`config.mk`:
```
export PLATFORM = sky130hd
export DESIGN_NAME = jmpc_ctrl
export DESIGN_NICKNAME = d
export VERILOG_FILES = /design/src/rtl/jmpc_pkg.sv /design/src/rtl/jmpc_ctrl.sv
export SDC_FILE = /design/constraint.sdc
export NUM_CORES = 1
export LEC_CHECK = 0
export BUFFER_PORTS_ARGS = -buffer_cell sky130_fd_sc_hd__buf_2
export CORE_MARGIN = 2
export CORE_UTILIZATION = 45
export DETAILED_ROUTE_END_ITERATION = 8
export GPL_TIMING_DRIVEN = 0
export PLACE_DENSITY = 0.76
export SYNTH_ARGS = -nofsm -noshare
export SYNTH_HDL_FRONTEND = slang
export SYNTH_SLANG_ARGS = --single-unit
```
`constraint.sdc`:
```
create_clock -name clk -period 1.51 [get_ports clk]
set_clock_uncertainty 0.2 [all_clocks]
set_input_delay 0.302 -clock clk [delete_from_list [all_inputs] [get_ports clk]]
set_output_delay 0.302 -clock clk [all_outputs]
set_load 0.03 [all_outputs]
```
`src/rtl/jmpc_pkg.sv`:
```
// Types and constants of the jackknife minimum Pearson correlation core.
package jmpc_pkg;

  localparam int SUM_W      = 64;
  localparam int PROD_W     = 128;
  localparam int MAG_W      = 15;
  localparam int RHS_SHIFT  = 28;
  localparam int MINV_W     = 7;
  localparam int THR_W      = 15;
  localparam int CFG_ADDR_W = 4;
  localparam int CFG_DATA_W = 32;
  localparam int OUT_DATA_W = 24;
  localparam int CORR_W     = 16;
  localparam int VP_W       = 7;

  localparam logic [MAG_W-1:0]  Q_ONE       = 15'd16384;
  localparam logic [MINV_W-1:0] MINV_RESET  = 7'd7;
  localparam logic [THR_W-1:0]  THR_RESET   = 15'd9830;

  localparam logic [CFG_ADDR_W-1:0] ADDR_LOO  = 4'h0;
  localparam logic [CFG_ADDR_W-1:0] ADDR_MINV = 4'h4;
  localparam logic [CFG_ADDR_W-1:0] ADDR_THR  = 4'h8;

  typedef enum logic [3:0] {
    MS_NSXX, MS_SXSX, MS_NSYY, MS_SYSY, MS_NSXY, MS_SXSY, MS_CC, MS_VXVY, MS_PK
  } mul_sel_t;

  typedef enum logic [3:0] {
    ST_IDLE, ST_START, ST_READ, ST_SETUP, ST_MUL_GO, ST_MUL_WAIT,
    ST_CHECK, ST_SEARCH, ST_DECIDE, ST_NEXT, ST_OUT
  } state_t;

  typedef struct packed {
    logic     load;
    logic     start;
    logic     rd;
    logic     setup;
    logic     mul_go;
    mul_sel_t sel;
    logic     search_step;
    logic     decide;
    logic     idx_inc;
    logic     emit;
  } ctrl_cmd_t;

  typedef struct packed {
    logic mul_done;
    logic var_zero;
    logic search_open;
    logic out_free;
    logic store_empty;
    logic last_idx;
  } dp_stat_t;

endpackage

```
`src/rtl/jmpc_ctrl.sv`:
```
// Controller: loads words, then sequences each case through sums, multiplies and root search.
module jmpc_ctrl (
  input  logic                  clk,
  input  logic                  rst,
  input  logic                  in_valid,
  input  logic                  in_last,
  input  logic                  skip_mode,
  input  jmpc_pkg::dp_stat_t    stat,
  output logic                  in_ready,
  output jmpc_pkg::ctrl_cmd_t   cmd
);
  import jmpc_pkg::*;

  state_t   state, state_next;
  mul_sel_t sel, sel_next;

  always_ff @(posedge clk) begin
    if (rst) begin
      state <= ST_IDLE;
      sel   <= MS_NSXX;
    end else begin
      state <= state_next;
      sel   <= sel_next;
    end
  end

  always_comb begin
    state_next = state;
    sel_next   = sel;
    cmd        = '0;
    cmd.sel    = sel;
    in_ready   = 1'b0;
    unique case (state)
      ST_IDLE: begin
        in_ready = 1'b1;
        cmd.load = in_valid;
        if (in_valid && in_last) begin
          state_next = ST_START;
        end
      end
      ST_START: begin
        cmd.start = 1'b1;
        if (!skip_mode) begin
          state_next = ST_SETUP;
        end else if (stat.store_empty) begin
          state_next = ST_OUT;
        end else begin
          state_next = ST_READ;
        end
      end
      ST_READ: begin
        cmd.rd     = 1'b1;
        state_next = ST_SETUP;
      end
      ST_SETUP: begin
        cmd.setup  = 1'b1;
        sel_next   = MS_NSXX;
        state_next = ST_MUL_GO;
      end
      ST_MUL_GO: begin
        cmd.mul_go = 1'b1;
        state_next = ST_MUL_WAIT;
      end
      ST_MUL_WAIT: begin
        if (stat.mul_done) begin
          state_next = ST_MUL_GO;
          unique case (sel)
            MS_NSXX: sel_next = MS_SXSX;
            MS_SXSX: sel_next = MS_NSYY;
            MS_NSYY: sel_next = MS_SYSY;
            MS_SYSY: state_next = ST_CHECK;
            MS_NSXY: sel_next = MS_SXSY;
            MS_SXSY: sel_next = MS_CC;
            MS_CC:   sel_next = MS_VXVY;
            MS_VXVY: state_next = ST_SEARCH;
            MS_PK:   state_next = ST_SEARCH;
            default: state_next = ST_SEARCH;
          endcase
        end
      end
      ST_CHECK: begin
        if (stat.var_zero) begin
          state_next = ST_NEXT;
        end else begin
          sel_next   = MS_NSXY;
          state_next = ST_MUL_GO;
        end
      end
      ST_SEARCH: begin
        if (stat.search_open) begin
          cmd.search_step = 1'b1;
          sel_next        = MS_PK;
          state_next      = ST_MUL_GO;
        end else begin
          state_next = ST_DECIDE;
        end
      end
      ST_DECIDE: begin
        cmd.decide = 1'b1;
        state_next = ST_NEXT;
      end
      ST_NEXT: begin
        if (!skip_mode || stat.last_idx) begin
          state_next = ST_OUT;
        end else begin
          cmd.idx_inc = 1'b1;
          state_next  = ST_READ;
        end
      end
      ST_OUT: begin
        if (stat.out_free) begin
          cmd.emit   = 1'b1;
          state_next = ST_IDLE;
        end
      end
      default: state_next = ST_IDLE;
    endcase
  end

endmodule

```
Word-level counts from Yosys, hierarchy flattened. Cells that the tools add are included.

Bits in registers: 8. Input bits: 11. Output and inout port bits: 14. Word-level logic and storage cells: 61.

Eq/ne operators: 22. Muxes and demuxes: 28. Reduce and logical (&&, ||, !) cells: 9.

Operator list (count): 4-bit two-way mux (11); 4-bit one-hot mux with 11 select lines (1); 4-bit by 3-bit equality test with 1-bit output, second input constant (7); 4-bit one-hot mux with 6 select lines (1); 4-bit by 2-bit equality test with 1-bit output, second input constant (4); 4-bit one-hot mux with 4 select lines (1); 1-bit two-way mux (13); 4-bit equality test, second input constant (3); 2-bit inequality test, second input constant (5); 4-bit by 1-bit equality test with 1-bit output, second input constant (2); 4-bit logical NOT (2); 7-bit inequality test, second input constant (1); 6-bit OR reduction (1); 5-bit AND reduction (1); 2-bit one-hot mux with 2 select lines (1); 4-bit nonzero test (1); 3-bit AND reduction (1); 1-bit logical AND (1); 1-bit logical NOT (1); 1-bit logical OR (1).

Longest topological paths before layout.
Depth in word-level cells: 5. Gate-level depth with buffers: 5. Mapped depth without buffers: 4.

Least setup slack after synthesis. No wires, ideal clock.

Path kind: flip-flop to output port. From: register state[1]. To: output port cmd[1] (netlist bit). Arrival time: 1.603 ns. Required time: 1.008 ns. Setup slack: -0.595 ns. Cell stages (with the launch flop): 4. Path buffers: 1. Cell sequence: dfxtp_1 > or2_1 > buf_6 > nor4_1.

RTL lines: start, declared (line jmpc_ctrl.sv:14) `state_t state, state_next;`; start signal, assigned (line jmpc_ctrl.sv:22) `state <= state_next;`; end, declared (line jmpc_ctrl.sv:10) `output jmpc_pkg::ctrl_cmd_t cmd`.

==> flow_results.org <==
** GRT
- The first global-routing pass estimated 2.75 mm of wire.
- For this run, the total global-route usage over all layers was measured as 0.259.
- Via count of the first global-routing pass :: 632
- Global-route congestion overflow total :: 0
- Number of antenna violations at the first check in global routing :: 0
- Entering global routing, the biggest net connects 11 pins.

** Timing
- For the finished layout, the period the worst path requires is 1.88 ns.
- Worst slew slack as a fraction of its limit :: 0.708
- The total count of max-transition violations in the final report is 0.
- Maximum clock frequency :: 0.531 GHz
- Setup repair after global routing could not meet its margin everywhere.
- For the pin with the worst max-slew slack, the measured transition is 0.439 ns.
- Worst setup margin :: -0.375 ns
- Number of failing setup endpoints in the final timing report :: 14
- Count of endpoints failing hold in the final timing report :: 0
- In the finished design, the share of the clock period the worst path needs comes to 1.25.
- Post-route worst hold slack :: 0.102 ns
- Total negative slack :: -3.01 ns

** Final layout
- Most common cell after layout, fill and taps aside :: sky130_fd_sc_hd__buf_6
- Fin cells :: 137
- Finished layout cell area :: 1050 um^2
- Measured on the finished design, the core utilization comes to 0.818.
- The number of antenna diodes in the final layout is 0.
- The top cell types in the final layout, fill and taps aside, are 14 x sky130_fd_sc_hd__buf_6, 13 x sky130_fd_sc_hd__buf_2, 9 x sky130_fd_sc_hd__buf_4.
- Ratio of cells with drive above 1 in the final layout :: 0.533
- Layout area overhead :: 73.2%
- The layout has 67 filler cells.
- Number of nets in the finished design :: 135

** Detailed routing
- For this block, the initial DRC count from the detailed router was 50.
- Remaining number of nets flagged by the antenna check after routing :: 0
- Number of DRC violations after detailed routing :: 0
- Via total after detailed routing :: 808
- The first TritonRoute pass finished after 4 iterations.
- Final routed wire length divided by cell count :: 16.3 um
- The final layout contains routed wiring with a total length of 2.23 mm.
- Number of vias per cell after detailed routing :: 5.90

** Logic synthesis
- A synthesized cell averages 6.98 um^2.
- Number of library cell types mapped by synthesis :: 31
- Post-Syn Nets :: 98
- Cells after synthesis :: 87
- Of the synthesized area, sequential elements account for 0.264.
- For this run, the number of Yosys warnings is 0.
- The synthesized design contains 8 register bits.
- In this run the cell area of the synthesized design comes to 607 um^2.

** Critical path
- Data required time of the worst path :: 1.01 ns
- Worst setup EP type :: output port
- STA classifies the critical path startpoint as a flip-flop.
- Critical Path AT :: 1.38 ns
- Of all nets on the critical path, the largest fanout is 6.
- Path type of the worst setup path :: reg2out

** Floorplanning
- Row count :: 13
- Width of the chip :: 40.7 um
- The initial utilization of the core area, before any placement, comes to 0.472.
- The die covers 1660 um^2.
- I/O pins :: 25
- Die height :: 40.7 um
- The core region is 1280 um^2.

** Clock tree
- Clock-pin slew was measured on the worst setup and hold paths at 0.06 ns.
- CTS built an H-tree with a depth of 1.
- CTS Buffer Depth :: 2
- Root Buffer :: sky130_fd_sc_hd__clkbuf_4
- Clock tree from TritonCTS :: yes
- Clock tree synthesis found a total of 8 sinks.
- Clock tree synthesis inserted a total of 3 buffers.
- Clock latency on the worst-skew pair :: 0.27 ns

** Run status
- Violated checks :: setup timing
- The flow ran to the end, but the final reports show violations.

** Place
- In this run, placement finished with an instance count of 125.
- The congestion estimate from routability-driven global placement came to 0.854.
- HPWL after detailed placement :: 1.21 mm
- Setup slack after placement :: -0.207 ns
- Post-Place Cell Area :: 795 um^2
- During placement, the flow inserted port buffers numbering 23.

** Pwr
- Switch Pwr :: 358 uW
- Of the total power, registers draw 0.264.
- The analysis attributes to cell leakage a power of 0.429 nW.
- Summing internal, switching and leakage power gives 915 uW.
- Peak VDD IR :: 0.558 mV
- Switching share of power :: 0.391
- Of the total power, the clock network draws 0.195.
- The internal power of the cells totals 558 uW.
- Of the total power, combinational logic draws 0.541.
- In this run the power density over the cells is 871 nW/um^2.

** Min path
- The min-delay analysis places its worst path in the category in2reg.

** Job
- Max-cap check violation count :: 0
[cells in the mapped netlist]
library cell | count | area (um^2)
sky130_fd_sc_hd__a221oi_1 | 1 | 8.76
sky130_fd_sc_hd__o2bb2ai_1 | 1 | 8.76
sky130_fd_sc_hd__buf_2 | 1 | 5.00
sky130_fd_sc_hd__nor3_1 | 2 | 10.0
sky130_fd_sc_hd__a211oi_1 | 4 | 30.0
sky130_fd_sc_hd__o21ai_1 | 5 | 25.0
sky130_fd_sc_hd__nand2b_1 | 7 | 43.8
sky130_fd_sc_hd__mux2i_1 | 1 | 10.0
sky130_fd_sc_hd__buf_4 | 2 | 15.0
sky130_fd_sc_hd__nor2b_1 | 1 | 6.26
sky130_fd_sc_hd__inv_1 | 6 | 22.5
sky130_fd_sc_hd__nor4_1 | 1 | 6.26
sky130_fd_sc_hd__o221a_1 | 1 | 11.3
sky130_fd_sc_hd__dfxtp_1 | 8 | 160
sky130_fd_sc_hd__or3_1 | 1 | 6.26
sky130_fd_sc_hd__nor2_1 | 12 | 45.0
sky130_fd_sc_hd__or2_1 | 2 | 12.5
sky130_fd_sc_hd__nand2_1 | 6 | 22.5
sky130_fd_sc_hd__nand3_1 | 3 | 15.0
sky130_fd_sc_hd__nand4bb_1 | 1 | 11.3
sky130_fd_sc_hd__a21oi_1 | 7 | 35.0
sky130_fd_sc_hd__o32ai_1 | 1 | 8.76
sky130_fd_sc_hd__buf_1 | 1 | 3.75
sky130_fd_sc_hd__a221o_1 | 1 | 10.0
sky130_fd_sc_hd__o21ai_0 | 4 | 20.0
sky130_fd_sc_hd__nor3b_2 | 1 | 12.5
sky130_fd_sc_hd__a22oi_1 | 1 | 7.51
sky130_fd_sc_hd__and2_1 | 1 | 6.26
sky130_fd_sc_hd__clkbuf_1 | 1 | 3.75
sky130_fd_sc_hd__buf_6 | 1 | 11.3
sky130_fd_sc_hd__a31oi_1 | 2 | 12.5
[registers in the layout, summed over array words and instances (netlist names)]
name   count
sel        4
state      4
[worst max-delay path, stage by stage (launching register included)]
cell                      delay [ns]
sky130_fd_sc_hd__dfxtp_2        0.33
sky130_fd_sc_hd__or2_1          0.24
sky130_fd_sc_hd__buf_6          0.15
sky130_fd_sc_hd__nor2_4         0.13
sky130_fd_sc_hd__and2_4         0.15
sky130_fd_sc_hd__buf_6          0.12
[final timing paths]
kind             from        to  slack (ns)  cells past startpoint
max          state[1]   cmd[12]       -0.37                      5
min           stat[5]  state[0]        0.10                      2
max reg2reg  state[2]  state[1]       -0.16                      7
min reg2reg    sel[2]    sel[2]        0.33                      2
[power by group through the flow]
stage	clock network, mW	logic, mW	registers [mW]
6_report	0.179	0.495	0.241
5_1_grt	0.188	0.520	0.242
4_1_cts	0.174	0.396	0.237
3_5_place_dp	0	0.304	0.236
3_3_place_gp	0	0.303	0.236
2_1_floorplan	0	0.235	0.234
[per-layer routing]
layer  global-route usage  vias to the layer above  share of wire
li1                     -                      381              -
met1                0.316                      376           0.41
met2                0.429                       47           0.50
met3                0.103                        4          0.079
met4               0.0500                        0          0.011
met5                    0                        -              0
[timing repair]
| item | 4_1_cts | 5_1_grt |
|---|---|---|
| hold buffers | 0 | 0 |
| endpoints found under the setup margin | 13 | 15 |
| pin swaps | 4 | 13 |
| gates resized for setup | 29 | 21 |
| buffers inserted | 3 | 6 |
[cell families (layout without fill, tap and decap cells)]
logic type / after synthesis / count (layout) / synth area share
flops: 8 / 8 / 0.264
simple gates: 38 / 38 / 0.326
buf+inv: 12 / 47 / 0.101
mux: 1 / 1 / 0.0165
compound gates: 28 / 28 / 0.293
[final cells by class]
| class | instances | area [um^2] | area share |
|---|---|---|---|
| clock buffers | 3 | 22.5 | 0.0214 |
| repair buffers | 32 | 245 | 0.233 |
| plain buffers | 6 | 63.8 | 0.0607 |
| flip-flops and latches | 8 | 170 | 0.162 |
| inverters | 6 | 22.5 | 0.0214 |
| multi-input cells | 67 | 508 | 0.483 |
| well taps | 15 | 18.8 | 0.0179 |
Power figures use the tool's default switching activity.
