`src/rtl/jmpc_pkg.sv`:
```
// Types and constants of the jackknife minimum Pearson correlation core.
package jmpc_pkg;

  localparam int SUM_W      = 64;
  localparam int PROD_W     = 128;
  localparam int MAG_W      = 15;
  localparam int RHS_SHIFT  = 28;
  localparam int MINV_W     = 7;
  localparam int THR_W      = 15;
  localparam int CFG_ADDR_W = 4;
  localparam int CFG_DATA_W = 32;
  localparam int OUT_DATA_W = 24;
  localparam int CORR_W     = 16;
  localparam int VP_W       = 7;

  localparam logic [MAG_W-1:0]  Q_ONE       = 15'd16384;
  localparam logic [MINV_W-1:0] MINV_RESET  = 7'd7;
  localparam logic [THR_W-1:0]  THR_RESET   = 15'd9830;

  localparam logic [CFG_ADDR_W-1:0] ADDR_LOO  = 4'h0;
  localparam logic [CFG_ADDR_W-1:0] ADDR_MINV = 4'h4;
  localparam logic [CFG_ADDR_W-1:0] ADDR_THR  = 4'h8;

  typedef enum logic [3:0] {
    MS_NSXX, MS_SXSX, MS_NSYY, MS_SYSY, MS_NSXY, MS_SXSY, MS_CC, MS_VXVY, MS_PK
  } mul_sel_t;

  typedef enum logic [3:0] {
    ST_IDLE, ST_START, ST_READ, ST_SETUP, ST_MUL_GO, ST_MUL_WAIT,
    ST_CHECK, ST_SEARCH, ST_DECIDE, ST_NEXT, ST_OUT
  } state_t;

  typedef struct packed {
    logic     load;
    logic     start;
    logic     rd;
    logic     setup;
    logic     mul_go;
    mul_sel_t sel;
    logic     search_step;
    logic     decide;
    logic     idx_inc;
    logic     emit;
  } ctrl_cmd_t;

  typedef struct packed {
    logic mul_done;
    logic var_zero;
    logic search_open;
    logic out_free;
    logic store_empty;
    logic last_idx;
  } dp_stat_t;

endpackage

```
`src/rtl/jmpc_cfg.sv`:
```
// APB register file: mode, minimum point count and significance threshold.
module jmpc_cfg (
  input  logic                            clk,
  input  logic                            rst,
  input  logic                            psel,
  input  logic                            penable,
  input  logic                            pwrite,
  input  logic [jmpc_pkg::CFG_ADDR_W-1:0] paddr,
  input  logic [jmpc_pkg::CFG_DATA_W-1:0] pwdata,
  output logic [jmpc_pkg::CFG_DATA_W-1:0] prdata,
  output logic                            pready,
  output logic                            skip_mode,
  output logic [jmpc_pkg::MINV_W-1:0]     min_valid_points,
  output logic [jmpc_pkg::THR_W-1:0]      significance_threshold
);
  import jmpc_pkg::*;

  logic wr;

  assign pready = 1'b1;
  assign wr     = psel && penable && pwrite;

  always_ff @(posedge clk) begin
    if (rst) begin
      skip_mode              <= 1'b0;
      min_valid_points       <= MINV_RESET;
      significance_threshold <= THR_RESET;
    end else if (wr) begin
      unique case (paddr)
        ADDR_LOO:  skip_mode              <= pwdata[0];
        ADDR_MINV: min_valid_points       <= pwdata[MINV_W-1:0];
        ADDR_THR:  significance_threshold <= pwdata[THR_W-1:0];
        default: ;
      endcase
    end
  end

  always_comb begin
    unique case (paddr)
      ADDR_LOO:  prdata = CFG_DATA_W'(skip_mode);
      ADDR_MINV: prdata = CFG_DATA_W'(min_valid_points);
      ADDR_THR:  prdata = CFG_DATA_W'(significance_threshold);
      default:   prdata = '0;
    endcase
  end

endmodule

```
`config.mk`:
```
export PLATFORM = sky130hd
export DESIGN_NAME = jmpc_cfg
export DESIGN_NICKNAME = d
export VERILOG_FILES = /design/src/rtl/jmpc_pkg.sv /design/src/rtl/jmpc_cfg.sv
export SDC_FILE = /design/constraint.sdc
export NUM_CORES = 1
export LEC_CHECK = 0
export ABC_CLOCK_PERIOD_IN_PS = 1600
export BUFFER_PORTS_ARGS = -buffer_cell sky130_fd_sc_hd__buf_2
export CORE_ASPECT_RATIO = 1.75
export CORE_MARGIN = 2
export CORE_UTILIZATION = 40
export CTS_CLUSTER_SIZE = 30
export DETAILED_ROUTE_END_ITERATION = 8
export PLACE_DENSITY = 0.82
export REMOVE_ABC_BUFFERS = 1
export SLEW_MARGIN = 20
export SYNTH_ARGS = -nofsm -noshare
export SYNTH_HDL_FRONTEND = slang
export SYNTH_SLANG_ARGS = --single-unit
```
`constraint.sdc`:
```
create_clock -name clk -period 1.6 [get_ports clk]
set_clock_uncertainty 0.2 [all_clocks]
set_input_delay 0.16 -clock clk [delete_from_list [all_inputs] [get_ports clk]]
set_output_delay 0.16 -clock clk [all_outputs]
set_load 0.005 [all_outputs]
```
# == Yosys cells after proc, flatten, opt, wreduce, memory -nomap -nowiden ==
# Index checks and enable logic that the tools add are counted.
# word_totals
wordCells,12
output_inout_bits,56
reg_bits,23
# op_classes
n_reduce_logical,6
eq_ne,2
muxes,1
# op_table
op,n
15-bit one-hot mux with 3 select lines,1
2-bit AND reduction,3
4-bit by 3-bit equality test with 1-bit output (second input constant),1
4-bit equality test (second input constant),1
4-bit zero test,1
1-bit logical AND,2

# == Logic depth before layout (Yosys ltp) ==
# Gate-level depths: netlist of the first run.
# logic_depth
word_depth,3
mapped_depth,5

# == Worst setup path after synthesis of the first run ==
# OpenSTA, ideal clock, no wires.
# synth_path
path_kind,input-to-reg
startpoint,input port paddr[1] in the netlist's numbering
endpoint,register significance_threshold[1] in the netlist's numbering
required_time_ns,1.328
setup_slack_ns,0.133
stages,5
setup_time_ns,0.072
n_path_buf,2
arrival_time_ns,1.195
path_cell_list,nor4b_4 -> and4_1 -> buf_6 -> buf_12 -> mux2i_1
# synth_between
elab_chain_len,2
# synth_rtl
element,line_no,source
from (decl),jmpc_cfg.sv:8,"input logic [jmpc_pkg::CFG_ADDR_W-1:0] paddr,"
4-bit equality test,jmpc_cfg.sv:29,unique case (paddr)
2-bit AND reduction (no line),n/a,
to (signal assigned),jmpc_cfg.sv:32,ADDR_THR: significance_threshold <= pwdata[THR_W-1:0];
to (decl),jmpc_cfg.sv:14,output logic [jmpc_pkg::THR_W-1:0] significance_threshold
# No other way between the ends.
# A chain may end at the register's enable or synchronous reset.

# == Worst setup path in the final report of the first run ==
# layout_path
startpoint,input port paddr[1] in the netlist's numbering
endpoint,output port prdata[2] in the netlist's numbering
# layout_between
elab_chain_len,2
# layout_rtl
element,line_no,source
4-bit equality test (tied with other cells),jmpc_cfg.sv:39,unique case (paddr)
15-bit one-hot mux with 3 select lines (*),jmpc_cfg.sv:39,
to (decl),jmpc_cfg.sv:10,"output logic [jmpc_pkg::CFG_DATA_W-1:0] prdata,"
# Every way passes the cells marked *; elsewhere a longest branch is shown, timed or not.

==> impl_metrics.csv, run 1 <==
group,metric,value,unit
outcome,status,"complete, no violations",
layout,layout_commonest_cell,"buf_2",
min_path,min_to,"skip_mode$_SDFFE_PP0P_",
placed_design,globalplace.congestion,0.6754,
logic_synthesis,postSynthCellCount,139,
timing,hold-worst-slack,8.083,ps
grt,met3_usage,0.02489,
detailed_routing,drtIter0Drc,16,
logic_synthesis,yosysWarnings,0,
layout,layout-drive-gt1-share,0.3395,
worst_setup_path,cp_max_fo,5,
floorplanning,core-area,0.003142,mm2
min_path,hold_path_class,"in -> reg",
logic_synthesis,ys_types,18,
min_path,hold_path.startpoint,"penable",
logic_synthesis,ys.flop_type,"dfxtp_1",
layout,final_cells,258,
detailed_routing,firstDrtPassIters,4,
grt,grt_max_degree,42,
timing,rsz0062_at_grt,"false",
layout,nets,257,
grt,grt_antenna_before_repair,0,
floorplanning,dieHeight,79.45,um
clock_network,path_clk_slew,80,ps
logic_synthesis,synthesis.area,0.001301,mm2
grt,use_met1,0.1819,
layout,diodes,0,
power_and_ir_drop,ir_worst_vdd,553.0,uV
detailed_routing,viasPerCell,4.461,
clock_network,tritoncts,"done",
detailed_routing,routedWlPerCell,11.17,um
logic_synthesis,synth-seq-area-share,0.3538,
clock_network,clkLatencyLatePin,260,ps
worst_setup_path,rrSetupSlack,780,ps
timing,fin_crit_sh,0.9356,
worst_setup_path,r2r_cells,2,
grt,grt_pass1_vias,1123,
placed_design,port_buffers,61,
placed_design,pre_cts_ws,63.17,ps
logic_synthesis,synth_edf_count,0,
timing,period_needed,1497,ps
worst_setup_path,critPathCaptureType,"output pin",
grt,grt_pass1_wl,4.629,mm
floorplanning,start_util,0.4142,
layout,area_growth,38.08,%
timing,max_clock_freq,668.1,MHz
worst_setup_path,worstPathRequired,1240,ps
power_and_ir_drop,p_per_area,605.1,mW/mm2
placed_design,place_hpwl,2.036,mm
min_path,worstHoldPathCells,3,
worst_setup_path,crit_chain,"buf_2 > nor4b_4 > buf_4 > a22o_1 > buf_2",
worst_setup_path,cp_common_cell,"buf_2",
detailed_routing,vias,1151,
timing,final-setup-viol-count,0,
worst_setup_path,max_stage_delay,390,ps
logic_synthesis,synth.avg_cell_area,9.361,um2
worst_setup_path,cp-start-kind,"primary input",
placed_design,dp.cells,239,
worst_setup_path,criticalPathCategory,"in -> out",
floorplanning,rows,27,
power_and_ir_drop,leakage,0.8577,nW
floorplanning,die-area,0.003743,mm2
clock_network,h-tree-depth,1,
floorplanning,ios,97,
grt,top_usage_layer,"met2",
layout,final_cell_mix,"buf_2 (61), mux2i_1 (23), nand2b_1 (23), dfxtp_1 (23)",
worst_setup_path,cpMaxStageDelayCell,"nor4b_4",
grt,met2_usage,0.3055,
grt,grt_overflow,0,
clock_network,clockBufferDepth,2,
timing,slew_violations,0,
worst_setup_path,critPathArrivalTime,1140,ps
logic_synthesis,ys_ff_latch,23,
clock_network,clock-sinks,23,
logic_synthesis,async_flop_share,0,
clock_network,cts_buffers,3,
detailed_routing,drc_errors,0,
detailed_routing,ant_nets,0,
clock_network,ctsResizeCount,0,
clock_network,ctsRootBufferMaster,"clkbuf_8",
flow_run,max_cap_violations,0,
floorplanning,die_w,47.12,um
detailed_routing,routed_wl,2.882,mm
timing,setup_slack,103.1,ps
timing,hold_violations,0,
worst_setup_path,worst_r2r_endpoint,"min_valid_points[0]$_SDFFE_PP1P_",
worst_setup_path,r2r_start,"min_valid_points[0]$_SDFFE_PP1P_",
grt,grtUsageTotal,0.1672,
-- area by class of cell --
cell class | instances | area, um2
clock inverter | 1 | 5.005
multi-input combinational | 106 | 710.7
tap | 43 | 53.80
fill | 290 | 1345
timing repair buffer | 82 | 525.5
clock buffer | 3 | 41.29
sequential | 23 | 460.4
-- how the worst max path moves through the flow --
| stage | depth (start not counted) | slack (ps) | end | from |
|---|---|---|---|---|
| 2_1_floorplan | 3 | -280 | significance_threshold[0]$_SDFFE_PP0P_ | paddr[1] |
| 3_3_place_gp | 5 | 80 | prdata[1] | paddr[1] |
| 3_5_place_dp | 4 | 60 | min_valid_points[0]$_SDFFE_PP1P_ | paddr[1] |
| 4_1_cts | 5 | 80 | prdata[2] | paddr[1] |
| 5_1_grt | 5 | 20 | prdata[2] | paddr[1] |
| 6_report | 5 | 100 | prdata[2] | paddr[1] |
-- sequential cells by signal, summed over array words and instances (netlist names) --
| signal | count |
|---|---|
| skip_mode | 1 |
| min_valid_points | 7 |
| significance_threshold | 15 |
-- Yosys cell counts (2+ instances only) --
cell,count,share of area
nand2_1,2,0.0058
mux2i_1,23,0.18
and4_1,2,0.013
clkbuf_1,5,0.014
buf_4,18,0.10
dfxtp_1,23,0.35
nor4b_4,2,0.037
a22o_1,6,0.040
nand2b_1,23,0.11
conb_1,2,0.0058
and2_1,8,0.038
nor2_1,18,0.052
nand4_1,2,0.0096
-- timing repair --
item	CTS	global route
endpoints found under the hold margin	23	0
buffers inserted	0	0
endpoints found under the setup margin	0	0
hold buffers	15	0
-- stage by stage --
stage	area (um2)	util	total power [mW]	TNS (ps)
floorplan	1171	-	0.6384	-4226
global placement	1600	0.5094	0.7084	0
detailed placement	1600	0.5094	0.7104	0
CTS	1797	0.5719	1.100	0
global route	1797	0.5719	1.147	0
finish	1797	0.5719	1.087	0
-- layer usage --
layer  up-vias  wire [um]
li1        580          -
met1       525       1116
met2        44       1603
met3         2        143
met4         0         19
met5         -          0
-- critical path, delay by kind of cell --
family | cells | cell delay [ps]
buffers and inverters | 3 | 460
and+or+nand+nor | 1 | 390
AOI/OAI and AO/OA | 1 | 130
-- power by group --
group          internal [mW]  leakage [nW]  switching, mW
Clock                  0.174        0.0255          0.188
Combinational         0.0830         0.647         0.0671
Sequential             0.574         0.186        0.00162
Total                  0.831         0.858          0.256
-- logic make-up after synthesis --
logic type / share of synthesized area
buffers and inverters: 0.1462
other: 0.005771
DFF: 0.3538
AOI/OAI and AO/OA: 0.04616
muxes: 0.1769
and+or+nand+nor: 0.2712
(Power assumes the default switching activity.)
==> inputs of run 2 (changes only) <==
--- a/config.mk
+++ b/config.mk
@@ -5,7 +5,6 @@
 export SDC_FILE = /design/constraint.sdc
 export NUM_CORES = 1
 export LEC_CHECK = 0
-export ABC_CLOCK_PERIOD_IN_PS = 1600
 export BUFFER_PORTS_ARGS = -buffer_cell sky130_fd_sc_hd__buf_2
 export CORE_ASPECT_RATIO = 1.75
 export CORE_MARGIN = 2
==> constraint.sdc (replaced) <==
create_clock -name clk -period 1.5 [get_ports clk]
set_clock_uncertainty 0.2 [all_clocks]
set_input_delay 0.225 -clock clk [delete_from_list [all_inputs] [get_ports clk]]
set_output_delay 0.225 -clock clk [all_outputs]
set_load 0.005 [all_outputs]
==> run 2 against run 1 <==
Die area unchanged. Global-route usage is 1.2 points lower. Hold slack better by 8.1 ps. Power grew 4.7%. Largest cell class unchanged. Final cell count shrank 4.3%. Combinational power decreased by 4%. Sequential share of layout area up 0.47 points. The flow now finishes with violations (setup timing). Via count fell by 1.1%. Clock power is 5% higher. Sequential power rose by 6.6%. Largest power group unchanged. First-iteration DRC count shrank 81%.
==> impl_metrics.csv, run 2 (synthesis gave the netlist of run 1 again) <==
group,metric,value,unit
grt,grtUsageTotal,0.1553,
detailed_routing,firstDrtPassIters,4,
worst_setup_path,criticalPathCategory,"in -> out",
clock_network,h-tree-depth,1,
clock_network,clock-sinks,23,
layout,largest_reg_flops,15,
timing,fin_tns_setup,-1019,ps
worst_setup_path,cp-start-kind,"primary input",
layout,final_cells,247,
power_and_ir_drop,p_per_area,645.2,mW/mm2
timing,hold-worst-slack,16.23,ps
layout,reg.largest.list,"significance_threshold (15), min_valid_points (7), skip_mode (1)",
clock_network,cts_buffers,3,
outcome,status,"complete, but fails checks",
timing,max_clock_freq,631.5,MHz
detailed_routing,viasPerCell,4.607,
flow_run,max_cap_violations,0,
floorplanning,start_util,0.4142,
layout,area_growth,35.58,%
clock_network,path_clk_slew,80,ps
detailed_routing,vias,1138,
layout,layout-drive-gt1-share,0.4167,
detailed_routing,drc_errors,0,
timing,slew_violations,0,
grt,grt_pass1_wl,4.271,mm
floorplanning,ios,97,
clock_network,clockBufferDepth,2,
timing,setup_slack,-83.51,ps
placed_design,globalplace.congestion,0.6686,
worst_setup_path,cpMaxStageDelayCell,"nor4b_4",
floorplanning,die_w,47.12,um
min_path,hold_path_class,"in -> reg",
timing,rsz0062_at_grt,"true",
worst_setup_path,cp_max_fo,5,
clock_network,clkLatencyLatePin,260,ps
layout,diodes,0,
floorplanning,rows,27,
grt,grt_max_degree,42,
clock_network,ctsRootBufferMaster,"clkbuf_8",
placed_design,pre_cts_ws,-144.1,ps
placed_design,dp.cells,241,
timing,final-setup-viol-count,15,
worst_setup_path,crit_chain,"buf_8 > nor4b_4 > buf_4 > a22o_1 > buf_2",
detailed_routing,routedWlPerCell,11.79,um
power_and_ir_drop,ir_worst_vdd,529.6,uV
timing,hold_violations,0,
grt,grt_antenna_before_repair,0,
layout,layout_commonest_cell,"buf_2",
floorplanning,dieHeight,79.45,um
placed_design,place_hpwl,2.131,mm
worst_setup_path,critPathArrivalTime,1160,ps
worst_setup_path,worstPathRequired,1070,ps
grt,grt_overflow,0,
layout,stdcell_area,0.001764,mm2
outcome,violations,"setup timing",
timing,period_needed,1584,ps
worst_setup_path,max_stage_delay,380,ps
worst_setup_path,critPathCaptureType,"output pin",
placed_design,postPlaceCellArea,0.001603,mm2
layout,nets,246,
floorplanning,die-area,0.003743,mm2
clock_network,tritoncts,"done",
timing,slew-limit-headroom,0.6344,
timing,tightest_slew,548.4,ps
detailed_routing,drtIter0Drc,3,
clock_network,cts_hold_buffers,0,
grt,grt_pass1_vias,1079,
layout,final_cell_mix,"buf_2 (51), mux2i_1 (23), nand2b_1 (23), dfxtp_1 (23)",
floorplanning,core-area,0.003142,mm2
worst_setup_path,crit_buf_inv,3,
power_and_ir_drop,leakage,0.8382,nW
detailed_routing,routed_wl,2.912,mm
layout,largest_register,"significance_threshold",
detailed_routing,ant_nets,0,
layout,fin_util,0.5615,
placed_design,port_buffers,61,
timing,fin_crit_sh,1.056,
worst_setup_path,crit_family,"buffers and inverters",
power_and_ir_drop,power,1.138,mW
-- run 2: cell count changes in the layout (fill, tap and decap cells not counted), sizes merged --
cell / previous run / this run
buf: 67 / 71
dlygate4sd3: 15 / 0
-- run 2: final timing paths --
kind | slack, ps | to | cells after the start | startpoint
worst max-delay path | -80 | prdata[3] | 5 | paddr[3]
worst min-delay path | 20 | significance_threshold[8]$_SDFFE_PP0P_ | 3 | pwdata[8]
worst max register to register | 670 | significance_threshold[13]$_SDFFE_PP1P_ | 2 | significance_threshold[13]$_SDFFE_PP1P_
worst min register to register | 290 | significance_threshold[0]$_SDFFE_PP0P_ | 2 | significance_threshold[0]$_SDFFE_PP0P_
-- run 2: worst min-delay path, stage by stage --
cell and delay, ps:
buf_2 90, nand2b_1 60, mux2i_1 60
-- run 2: layout make-up --
| class | count | area, um2 |
|---|---|---|
| fill | 304 | 1378 |
| tap | 43 | 53.80 |
| clock inverter | 1 | 5.005 |
| sequential | 23 | 460.4 |
| timing repair buffer | 71 | 470.5 |
| clock buffer | 3 | 41.29 |
| multi-input combinational | 106 | 733.2 |
-- run 2: power by group --
part           switching, mW  internal [mW]
registers            0.00183          0.612
clock network          0.195          0.185
logic                 0.0683         0.0757
-- run 2: layer usage --
metal / track usage / vias up / share of wire
li1: - / 557 / -
met1: 0.1501 / 537 / 0.37
met2: 0.2973 / 42 / 0.58
met3: 0.02715 / 2 / 0.043
met4: 0.05833 / 0 / 0.0096
met5: 0 / - / 0
-- run 2: what timing repair did --
| action | CTS | global route |
|---|---|---|
| buffers inserted | 1 | 0 |
| pin swaps | 8 | 8 |
| cloned | 0 | 1 |
| resized for setup | 10 | 16 |
| setup endpoints to repair | 12 | 15 |
